[src/urtb_pkg.sv]
// Shared types and codes for the UART receive/transmit ring buffers.
package urtb_pkg;

    localparam int OP_W   = 3;
    localparam int BYTE_W = 8;
    localparam int LVL_W  = 7;
    localparam int ERR_W  = 2;

    localparam logic [OP_W-1:0] OP_RX_BYTE    = 3'd0;
    localparam logic [OP_W-1:0] OP_HOST_READ  = 3'd1;
    localparam logic [OP_W-1:0] OP_HOST_WRITE = 3'd2;
    localparam logic [OP_W-1:0] OP_TX_READY   = 3'd3;
    localparam logic [OP_W-1:0] OP_STATUS     = 3'd4;

    localparam logic [ERR_W-1:0] ERR_NONE     = 2'd0;
    localparam logic [ERR_W-1:0] ERR_RX_EMPTY = 2'd1;
    localparam logic [ERR_W-1:0] ERR_TX_FULL  = 2'd2;

    typedef struct packed {
        logic push;
        logic pop;
    } ring_cmd_t;

    typedef struct packed {
        logic             read_hit;
        logic             send_hit;
        logic             overrun;
        logic [ERR_W-1:0] err;
    } stage_t;

endpackage

[src/urtb_if.sv]
// Valid/ready channel interfaces for request and response beats.
interface urtb_req_if
    import urtb_pkg::*;
();
    logic              valid;
    logic              ready;
    logic [OP_W-1:0]   operation;
    logic [BYTE_W-1:0] data_byte;

    modport source (output valid, output operation, output data_byte, input ready);
    modport sink   (input valid, input operation, input data_byte, output ready);
endinterface

interface urtb_rsp_if
    import urtb_pkg::*;
();
    logic              valid;
    logic              ready;
    logic [BYTE_W-1:0] read_byte;
    logic              send_valid;
    logic [BYTE_W-1:0] send_byte;
    logic [LVL_W-1:0]  rx_level;
    logic [LVL_W-1:0]  tx_level;
    logic              sender_active;
    logic              overrun;
    logic [ERR_W-1:0]  error_code;

    modport source (output valid, output read_byte, output send_valid, output send_byte,
                    output rx_level, output tx_level, output sender_active,
                    output overrun, output error_code, input ready);
    modport sink   (input valid, input read_byte, input send_valid, input send_byte,
                    input rx_level, input tx_level, input sender_active,
                    input overrun, input error_code, output ready);
endinterface

[src/urtb_ring.sv]
// Byte ring buffer: one synchronous memory, head pointer and fill count.
module urtb_ring
    import urtb_pkg::*;
#(
    parameter int DEPTH = 64,
    localparam int AW = (DEPTH > 1) ? $clog2(DEPTH) : 1,
    localparam int CW = $clog2(DEPTH + 1)
) (
    input  logic              clk,
    input  logic              rst_n,
    input  ring_cmd_t         cmd,
    input  logic [BYTE_W-1:0] wdata,
    output logic [CW-1:0]     count,
    output logic [BYTE_W-1:0] rdata
);

    localparam int SW = AW + 1;
    localparam logic [CW-1:0] FULL_CNT = CW'(DEPTH);
    localparam logic [SW-1:0] DEPTH_S  = SW'(DEPTH);
    localparam logic [AW-1:0] LAST_IDX = AW'(DEPTH - 1);

    logic [BYTE_W-1:0] mem [DEPTH];
    logic [AW-1:0]     head_reg, head_next;
    logic [CW-1:0]     count_reg, count_next;
    logic [BYTE_W-1:0] rdata_reg;
    logic [SW-1:0]     slot_sum;
    logic [AW-1:0]     slot;
    logic              full;
    logic [AW-1:0]     head_inc;

    assign full     = (count_reg == FULL_CNT);
    assign slot_sum = SW'(head_reg) + SW'(count_reg);
    assign slot     = (slot_sum >= DEPTH_S) ? AW'(slot_sum - DEPTH_S) : AW'(slot_sum);
    assign head_inc = (head_reg == LAST_IDX) ? '0 : head_reg + AW'(1);

    always_comb
    begin
        head_next  = head_reg;
        count_next = count_reg;
        if (cmd.push)
        begin
            if (full)
            begin
                head_next = head_inc;
            end
            else
            begin
                count_next = count_reg + CW'(1);
            end
        end
        else if (cmd.pop)
        begin
            head_next  = head_inc;
            count_next = count_reg - CW'(1);
        end
    end

    always_ff @(posedge clk or negedge rst_n)
    begin
        if (!rst_n)
        begin
            head_reg  <= '0;
            count_reg <= '0;
        end
        else
        begin
            head_reg  <= head_next;
            count_reg <= count_next;
        end
    end

    always_ff @(posedge clk)
    begin
        if (cmd.push)
        begin
            mem[slot] <= wdata;
        end
        if (cmd.pop)
        begin
            rdata_reg <= mem[head_reg];
        end
    end

    assign count = count_reg;
    assign rdata = rdata_reg;

    // pop is only issued on a non-empty ring
    a_no_pop_empty: assert property (@(posedge clk) disable iff (!rst_n)
        cmd.pop |-> count_reg != '0)
        else $error("ring pop while empty");

    a_count_bound: assert property (@(posedge clk) disable iff (!rst_n)
        count_reg <= FULL_CNT)
        else $error("ring count above depth");

    a_overwrite_full: assert property (@(posedge clk) disable iff (!rst_n)
        cmd.push && full |=> count_reg == FULL_CNT)
        else $error("overwrite changed a full count");

endmodule

[src/uart_rx_tx_ring_buffers.sv]
// Top level: UART receive and transmit ring buffers with one result per request.
//
// Usage:
//   req (sink): operation and data_byte. Operations: byte received, host read,
//   host write, transmitter ready, status (codes five to seven act as status).
//   rsp (source): one beat per request beat with the popped bytes, ring levels
//   after the request, sender_active, overrun and error_code.
// Timing:
//   A request is accepted when req.valid and req.ready are both high; the ring
//   memory is read and stage s1 is loaded at the accepting edge, and the output
//   register is loaded with the response beat when s1 advances.
//   Throughput is one request per cycle while rsp.ready stays high, set by the
//   single-port access of each ring memory per request.
// Reset:
//   rst_n clears both heads, both fill counts, the sender-active mark and the
//   pipeline valids. Ring contents are not cleared; only written entries are ever read.
// Stalls:
//   When rsp.ready is low the output register holds its beat, one more request
//   may sit in the memory-read stage, and req.ready then drops until the
//   response beat is taken.
module uart_rx_tx_ring_buffers
    import urtb_pkg::*;
#(
    parameter int RX_DEPTH = 64,
    parameter int TX_DEPTH = 64
) (
    input logic         clk,
    input logic         rst_n,
    urtb_req_if.sink    req,
    urtb_rsp_if.source  rsp
);

    localparam int RCW = $clog2(RX_DEPTH + 1);
    localparam int TCW = $clog2(TX_DEPTH + 1);
    localparam logic [RCW-1:0] RX_FULL = RCW'(RX_DEPTH);
    localparam logic [TCW-1:0] TX_FULL = TCW'(TX_DEPTH);

    ring_cmd_t         rx_cmd, tx_cmd;
    logic [RCW-1:0]    rx_count;
    logic [TCW-1:0]    tx_count;
    logic [BYTE_W-1:0] rx_rdata, tx_rdata;

    logic   accept, s1_adv;
    logic   s1_valid_reg;
    stage_t s1_reg, s1_next;
    logic   sending_reg, sending_next;
    logic   rx_full, rx_empty, tx_full, tx_empty;

    logic              out_valid_reg;
    logic [BYTE_W-1:0] read_byte_reg;
    logic              send_valid_reg;
    logic [BYTE_W-1:0] send_byte_reg;
    logic [LVL_W-1:0]  rx_level_reg;
    logic [LVL_W-1:0]  tx_level_reg;
    logic              active_reg;
    logic              overrun_reg;
    logic [ERR_W-1:0]  err_reg;

    urtb_ring #(.DEPTH(RX_DEPTH)) u_rx_ring (
        .clk   (clk),
        .rst_n (rst_n),
        .cmd   (rx_cmd),
        .wdata (req.data_byte),
        .count (rx_count),
        .rdata (rx_rdata)
    );

    urtb_ring #(.DEPTH(TX_DEPTH)) u_tx_ring (
        .clk   (clk),
        .rst_n (rst_n),
        .cmd   (tx_cmd),
        .wdata (req.data_byte),
        .count (tx_count),
        .rdata (tx_rdata)
    );

    assign s1_adv    = s1_valid_reg && (!out_valid_reg || rsp.ready);
    assign req.ready = !s1_valid_reg || s1_adv;
    assign accept    = req.valid && req.ready;

    assign rx_full  = (rx_count == RX_FULL);
    assign rx_empty = (rx_count == '0);
    assign tx_full  = (tx_count == TX_FULL);
    assign tx_empty = (tx_count == '0);

    always_comb
    begin
        rx_cmd       = '0;
        tx_cmd       = '0;
        s1_next      = '0;
        s1_next.err  = ERR_NONE;
        sending_next = sending_reg;
        case (req.operation)
            OP_RX_BYTE:
            begin
                rx_cmd.push     = accept;
                s1_next.overrun = rx_full;
            end
            OP_HOST_READ:
            begin
                if (rx_empty)
                begin
                    s1_next.err = ERR_RX_EMPTY;
                end
                else
                begin
                    rx_cmd.pop       = accept;
                    s1_next.read_hit = 1'b1;
                end
            end
            OP_HOST_WRITE:
            begin
                if (tx_full)
                begin
                    s1_next.err = ERR_TX_FULL;
                end
                else
                begin
                    tx_cmd.push = accept;
                    if (accept)
                    begin
                        sending_next = 1'b1;
                    end
                end
            end
            OP_TX_READY:
            begin
                if (tx_empty)
                begin
                    if (accept)
                    begin
                        sending_next = 1'b0;
                    end
                end
                else
                begin
                    tx_cmd.pop       = accept;
                    s1_next.send_hit = 1'b1;
                end
            end
            default:
            begin
                s1_next.err = ERR_NONE;
            end
        endcase
    end

    always_ff @(posedge clk or negedge rst_n)
    begin
        if (!rst_n)
        begin
            s1_valid_reg  <= 1'b0;
            sending_reg   <= 1'b0;
            out_valid_reg <= 1'b0;
        end
        else
        begin
            sending_reg <= sending_next;
            if (accept)
            begin
                s1_valid_reg <= 1'b1;
            end
            else if (s1_adv)
            begin
                s1_valid_reg <= 1'b0;
            end
            if (s1_adv)
            begin
                out_valid_reg <= 1'b1;
            end
            else if (rsp.ready)
            begin
                out_valid_reg <= 1'b0;
            end
        end
    end

    // counts and sender mark reflect exactly the items up to the one in s1
    always_ff @(posedge clk)
    begin
        if (accept)
        begin
            s1_reg <= s1_next;
        end
        if (s1_adv)
        begin
            read_byte_reg  <= s1_reg.read_hit ? rx_rdata : '0;
            send_valid_reg <= s1_reg.send_hit;
            send_byte_reg  <= s1_reg.send_hit ? tx_rdata : '0;
            rx_level_reg   <= LVL_W'(rx_count);
            tx_level_reg   <= LVL_W'(tx_count);
            active_reg     <= sending_reg;
            overrun_reg    <= s1_reg.overrun;
            err_reg        <= s1_reg.err;
        end
    end

    assign rsp.valid         = out_valid_reg;
    assign rsp.read_byte     = read_byte_reg;
    assign rsp.send_valid    = send_valid_reg;
    assign rsp.send_byte     = send_byte_reg;
    assign rsp.rx_level      = rx_level_reg;
    assign rsp.tx_level      = tx_level_reg;
    assign rsp.sender_active = active_reg;
    assign rsp.overrun       = overrun_reg;
    assign rsp.error_code    = err_reg;

    a_write_sets_active: assert property (@(posedge clk) disable iff (!rst_n)
        accept && req.operation == OP_HOST_WRITE && !tx_full |=> sending_reg)
        else $error("host write did not mark sender active");

    a_ready_empty_clears: assert property (@(posedge clk) disable iff (!rst_n)
        accept && req.operation == OP_TX_READY && tx_empty |=> !sending_reg)
        else $error("tx ready on empty ring left sender active");

    a_s1_not_lost: assert property (@(posedge clk) disable iff (!rst_n)
        s1_valid_reg && !s1_adv |=> s1_valid_reg)
        else $error("stalled stage item dropped");

    a_err_excl: assert property (@(posedge clk) disable iff (!rst_n)
        out_valid_reg && err_reg != ERR_NONE |-> !send_valid_reg && !overrun_reg)
        else $error("error beat carries a transfer");

endmodule

[src/flat_wrapper.sv]
// flat-port wrapper written by rule: the top's interface ports become plain ports
module uart_rx_tx_ring_buffers_flat import urtb_pkg::*;
#(
    parameter int RX_DEPTH = 64,
    parameter int TX_DEPTH = 64
)
  (clk, rst_n, req_valid, req_operation, req_data_byte, req_ready, rsp_valid, rsp_read_byte, rsp_send_valid, rsp_send_byte, rsp_rx_level, rsp_tx_level, rsp_sender_active, rsp_overrun, rsp_error_code, rsp_ready);
  urtb_req_if req_i ();
  urtb_rsp_if rsp_i ();
  input logic clk;
  input logic rst_n;
  input wire logic [$bits(req_i.valid)-1:0] req_valid;
  input wire logic [$bits(req_i.operation)-1:0] req_operation;
  input wire logic [$bits(req_i.data_byte)-1:0] req_data_byte;
  output wire logic [$bits(req_i.ready)-1:0] req_ready;
  output wire logic [$bits(rsp_i.valid)-1:0] rsp_valid;
  output wire logic [$bits(rsp_i.read_byte)-1:0] rsp_read_byte;
  output wire logic [$bits(rsp_i.send_valid)-1:0] rsp_send_valid;
  output wire logic [$bits(rsp_i.send_byte)-1:0] rsp_send_byte;
  output wire logic [$bits(rsp_i.rx_level)-1:0] rsp_rx_level;
  output wire logic [$bits(rsp_i.tx_level)-1:0] rsp_tx_level;
  output wire logic [$bits(rsp_i.sender_active)-1:0] rsp_sender_active;
  output wire logic [$bits(rsp_i.overrun)-1:0] rsp_overrun;
  output wire logic [$bits(rsp_i.error_code)-1:0] rsp_error_code;
  input wire logic [$bits(rsp_i.ready)-1:0] rsp_ready;
  assign req_i.valid = req_valid;
  assign req_i.operation = req_operation;
  assign req_i.data_byte = req_data_byte;
  assign req_ready = req_i.ready;
  assign rsp_valid = rsp_i.valid;
  assign rsp_read_byte = rsp_i.read_byte;
  assign rsp_send_valid = rsp_i.send_valid;
  assign rsp_send_byte = rsp_i.send_byte;
  assign rsp_rx_level = rsp_i.rx_level;
  assign rsp_tx_level = rsp_i.tx_level;
  assign rsp_sender_active = rsp_i.sender_active;
  assign rsp_overrun = rsp_i.overrun;
  assign rsp_error_code = rsp_i.error_code;
  assign rsp_i.ready = rsp_ready;
  uart_rx_tx_ring_buffers #(.RX_DEPTH(RX_DEPTH), .TX_DEPTH(TX_DEPTH)) u_core (.clk(clk), .rst_n(rst_n), .req(req_i), .rsp(rsp_i));
endmodule
[config.mk]
export PLATFORM = sky130hd
export DESIGN_NAME = uart_rx_tx_ring_buffers_flat
export DESIGN_NICKNAME = d
export VERILOG_FILES = /design/src/urtb_pkg.sv /design/src/urtb_if.sv /design/src/urtb_ring.sv /design/src/uart_rx_tx_ring_buffers.sv /design/src/flat_wrapper.sv
export SDC_FILE = /design/constraint.sdc
export NUM_CORES = 1
export LEC_CHECK = 0
export BUFFER_PORTS_ARGS = -buffer_cell sky130_fd_sc_hd__buf_2
export CORE_MARGIN = 8
export CORE_UTILIZATION = 30
export CTS_BUF_LIST = sky130_fd_sc_hd__clkbuf_2 sky130_fd_sc_hd__clkbuf_4 sky130_fd_sc_hd__clkbuf_8
export CTS_CLUSTER_DIAMETER = 40
export DETAILED_ROUTE_END_ITERATION = 10
export PLACE_DENSITY = 0.41
export RECOVER_POWER = 50
export SKIP_CTS_REPAIR_TIMING = 1
export SKIP_LAST_GASP = 1
export SYNTH_ARGS = -nofsm -noshare
export SYNTH_HDL_FRONTEND = slang
export SYNTH_HIERARCHICAL = 1
export SYNTH_SLANG_ARGS = --single-unit
[constraint.sdc]
create_clock -name clk -period 5.15 [get_ports clk]
set_input_delay 0.515 -clock clk [delete_from_list [all_inputs] [get_ports clk]]
set_output_delay 0.515 -clock clk [all_outputs]
set_load 0.05 [all_outputs]
== Yosys cells after proc, flatten, opt, wreduce, memory -nomap -nowiden ==
Memory sizes are Yosys's and may differ from the RTL's. A register that Yosys moved wholly into a read port is not among the register bits.
Index checks and enable logic that the tools add are counted.

* Word-level logic and storage cells: 108
* Output and inout bits: 37
* RAM bits: 1024
* Memories: 2
* Input bits: 15
* Flip-flop bits (word level): 69

{| class="wikitable"
|+ Memory list
! name !! words !! width !! read ports !! clocked after Yosys merged registers in !! wr ports !! line !! RTL
|-
| u_core.u_rx_ring.mem || 64 || 8 || 1 || 1 || 1 || urtb_ring.sv:22 || <nowiki>logic [BYTE_W-1:0] mem [DEPTH];</nowiki>
|-
| u_core.u_tx_ring.mem || 64 || 8 || 1 || 1 || 1 || urtb_ring.sv:22 ||
|}

* Mux-type cells: 41
* Add/sub/neg operators: 10
* Reductions and logical operators: 19
* $lt $le $gt $ge: 2
* Equality and inequality tests: 15

{| class="wikitable"
|+ Operators with widths
! kind !! count
|-
| $mux 6 || 10
|-
| $mux 7 || 6
|-
| $mux 1 || 22
|-
| $add 6x7->7 || 2
|-
| $add 7x1->7 const B || 2
|-
| $eq 7x7->1 const B || 2
|-
| $ge 7x7->1 const B || 2
|-
| $logic_not 7->1 || 2
|-
| $sub 7x1->7 const B || 2
|-
| $add 6x1->6 const B || 2
|-
| $eq 6x6->1 const B || 2
|-
| $sub 6x1->6 const B || 2
|-
| $ne 2x2->1 const B || 5
|-
| $reduce_bool 2->1 || 5
|-
| $reduce_and 2->1 || 4
|-
| $eq 3x2->1 const B || 2
|-
| $ne 2x1->1 const B || 3
|-
| $reduce_and 5->1 || 1
|-
| $pmux 2 s2 || 1
|-
| $eq 3x1->1 const B || 1
|-
| $logic_not 3->1 || 1
|-
| $logic_and 1x1->1 || 2
|-
| $logic_not 1->1 || 2
|-
| $logic_or 1x1->1 || 2
|-
| other kinds (2) || 2
|}

== Depth between registers and ports, before layout ==
* Depth after elaboration: 9
* Mapped depth: 12
* Depth with buffers taken out: 11

== Modules after synthesis ==
The synthesis kept the hierarchy.

{| class="wikitable"
|+ Modules (own cells, without submodules)
! module !! cells each !! seq. area each (um^2) !! instances !! area each (um^2)
|-
| urtb_ring at u_core.u_rx_ring || 1040 || 15940.3 || 1 || 21226.6
|-
| urtb_ring at u_core.u_tx_ring || 1027 || 15940.3 || 1 || 21191.6
|-
| uart_rx_tx_ring_buffers || 91 || 1276.2 || 1 || 1604.0
|}

== Least setup slack after synthesis ==
Ideal clock, no wire load.

* Path kind: flip-flop to flip-flop
* Start: register u_core.out_valid_reg (netlist: u_core/rsp.valid)
* End: memory u_core.u_tx_ring.mem[25][0] (enable)
* Setup time: 0.383 ns
* Required time: 4.767 ns
* Cell stages (with the launch flop): 10
* Clock period less this slack: 3.145 ns
* Data arrival time: 2.762 ns
* Buffers on the path: 1
* Setup slack: 2.005 ns
* Path through: dfrtp_1 nand3b_4 nand4b_4 nor2b_4 nor2b_1 clkbuf_1 inv_1 nor2_1 nand3_1 nor3_1

{| class="wikitable"
|+ RTL lines
! element !! line !! RTL
|-
| from (decl) || uart_rx_tx_ring_buffers.sv:49 || <nowiki>logic out_valid_reg;</nowiki>
|-
| from (signal assigned) || uart_rx_tx_ring_buffers.sv:154 || <nowiki>out_valid_reg <= 1'b0;</nowiki>
|-
| from (signal assigned) || uart_rx_tx_ring_buffers.sv:169 || <nowiki>out_valid_reg <= 1'b1;</nowiki>
|-
| from (signal assigned) || uart_rx_tx_ring_buffers.sv:173 || <nowiki>out_valid_reg <= 1'b0;</nowiki>
|-
| to (decl) || urtb_ring.sv:22 ||
|}

==> impl_metrics.toml <==
[cells_and_area]
final_cells = 4531
largestRegisters = "u_core/u_rx_ring/mem x512, u_core/u_tx_ring/mem x512"
fin_area_um2 = 51000
layout-drive-gt1-share_pct = 29.21
layout.nets = 2498
area.growth.synth_to_final_pct = 15.85

[synth]
synth_ff_type = "edfxtp_1"
yosysUniqueCellTypes = 67
yosys_warnings = 6
async_flop_share_pct = 2.615
synth_most_common_cell = "edfxtp_1"
ys_ff_latch = 1109
synth_common_cells = "1080 x edfxtp_1, 230 x mux4_2, 138 x nor3_1"
avgSynthCellArea_um2 = 20.40
netlist_area_um2 = 44020
synth_nets = 2199
synth_edf_count = 1080
synth_top_area_share_pct = 73.67
yosys.area.top_type = "edfxtp_1"
synth_area_leaders = "edfxtp_1 74%, mux4_2 12%, mux2i_1 1.8%"
synth-seq-area-share_pct = 75.32
synthCells = 2158

[global_route]
grt_pass1_vias = 23729
grt_pass1_wl_um = 168900
groute.usage.overall_pct = 14.56
antenna_found_initial = 7
gr-total-overflow = 0
grt_max_degree = 86

[timing]
finalCritPeriodShare_pct = 84.25
grt_setup_unrepaired = "no"
timing.final.ws_setup_ps = 810.9
worst_pin_slew_ps = 4155
slew_headroom_pct = -177.0
setup_tns_ps = 0
min_period_ps = 4339
max_freq_ghz = 0.2305
skew_ps = 37.74
setup_violations = 0
finalHoldViolations = 0
final_max_slew_viol_count = 879

[power]
power_switching_mw = 7.732
clkPwrFrac_pct = 31.9
irDropWorstVdd_mv = 0.2702
p_leak_nw = 16.18
power.density_nw_per_um2 = 486.3
p_int_mw = 17.07
switching_share_pct = 31.18
seqPwrFrac_pct = 42.4
power_frac_comb_pct = 25.7

[detailed_routing]
via_per_inst = 4.874
drtIter0Drc = 1490
post-route-drc-count = 0
drt-total-wl_um = 116400
num_vias = 22085
ant_nets = 0
post_drt_wl_per_cell_um = 25.68
firstDrtPassIters = 5

[clock_tree]
clk_path_buf_depth = 3
cts.sinks = 1109
cts_tree = "yes"
cts_root_buf = "clkbuf_8"
cts_made_buffers = 192
cts_htree_levels = 4
clkLatencyLatePin_ps = 870
clkTransAtPathRegs_ps = 60

[setup_path]
start_kind = "register"
crit_path_end_kind = "register"
crit_fanout = 8
cp.arrival_ps = 4820
reg2reg_setup_slack_ps = 810
cp.required_ps = 5630
path_class = "register to register"

[flow_run]
drv_cap = 18

[die]
fp.dieArea_um2 = 159300
die_h_um = 399.1
ios = 52
die_x_um = 399.1
coreArea_um2 = 145700
start_util_pct = 30.21
rows = 140

[place]
place.gp.congestion = 0.7733
pre_cts_slack_ps = 872.5
placed_cells = 4174
place_area_um2 = 47260
dp.final_hpwl_um = 72680
io_buffers = 51

[worst_hold_path]
min_path_type = "input pin to register"

[status]
outcome = "finished with violations"
violations = "capacitance limit, slew limit"
==> power by group through the flow <==
| stage | Clock, mW | Combinational [mW] | Sequential [mW] |
|---|---|---|---|
| floorplan | 0 | 4.62 | 10.6 |
| global placement | 0 | 6.53 | 10.7 |
| detailed placement | 0 | 6.55 | 10.7 |
| CTS | 8.21 | 6.56 | 10.5 |
| global route | 8.56 | 6.87 | 10.6 |
| finish | 7.91 | 6.38 | 10.5 |
==> final cells by class <==
class | count | area, um2
antenna | 2 | 5.005
clock buffer | 259 | 3202
clock inverter | 90 | 600.6
fill | 13698 | 94740
inverter | 5 | 18.77
multi-input combinational | 922 | 10090
sequential | 1109 | 33170
tap | 1917 | 2399
timing repair buffer | 227 | 1509
==> through the flow <==
| step | power, mW | util [%] | hold WS, ps |
|---|---|---|---|
| finish | 24.80 | 34.99 | 118.1 |
| global route | 25.98 | 34.99 | 51.77 |
| CTS | 25.29 | 35.04 | -371.7 |
| detailed placement | 17.25 | 32.43 | 419.0 |
| global placement | 17.22 | 32.43 | 419.2 |
| floorplan | 15.23 | - | 219.4 |
==> cells in the final DEF (no fill, tap or decap), types with 14 or more instances in the layout <==
| master | n |
|---|---|
| a211oi_1 | 26 |
| a21oi_1 | 38 |
| a22oi_1 | 20 |
| buf_2 | 43 |
| buf_4 | 151 |
| clkbuf_1 | 24 |
| clkbuf_4 | 58 |
| clkbuf_8 | 201 |
| clkinv_1 | 47 |
| clkinv_2 | 25 |
| dfrtp_1 | 23 |
| edfxtp_1 | 1080 |
| ha_1 | 22 |
| mux2_2 | 16 |
| mux2i_1 | 78 |
| mux4_2 | 230 |
| nand2_1 | 68 |
| nand3_1 | 14 |
| nor2_1 | 31 |
| nor2b_1 | 19 |
| nor3_1 | 137 |
| o21ai_0 | 20 |
| o221ai_1 | 17 |
| o22ai_1 | 21 |
| xnor2_1 | 17 |
==> layer usage <==
layer | up-vias | share of wire, % | GRT usage, %
li1 | 9654 | - | -
met1 | 11730 | 44 | 19.20
met2 | 530 | 49 | 23.93
met3 | 165 | 5.4 | 3.739
met4 | 6 | 1.8 | 3.953
met5 | - | 0.029 | 0
==> worst paths after layout <==
check	startpoint	end	cells past startpoint
min in group asynchronous	rst_n	u_core/u_rx_ring/count[3]	2
min reg2reg	u_core/s1_reg[2]	u_core/rsp.overrun	0
max reg2reg	u_core/u_tx_ring/count[0]	u_core/u_tx_ring/mem[0][6]	8
min	req_operation[1]	u_core/sending_reg	4
max in group asynchronous	rst_n	u_core/u_tx_ring/head_reg[0]	2
max	u_core/u_tx_ring/count[0]	u_core/u_tx_ring/mem[0][6]	8
==> cells by family after synthesis <==
kind of cell    share of synthesized area, %
compound gates                         3.317
xor+xnor                              0.5969
fa+ha+maj                             0.8072
buf+inv                                1.711
flops                                  75.32
mux                                    14.33
simple gates                           3.917
==> worst max-delay path: stages, from the launching register on <==
cell     delay (ps)
dfrtp_1         490
nor4_1          140
nand3_1         240
nor2b_1         200
nor2b_1         700
inv_1           350
nor2_1          300
nand2_1         480
nor3_1         1040
Power figures use the tool's default switching activity.
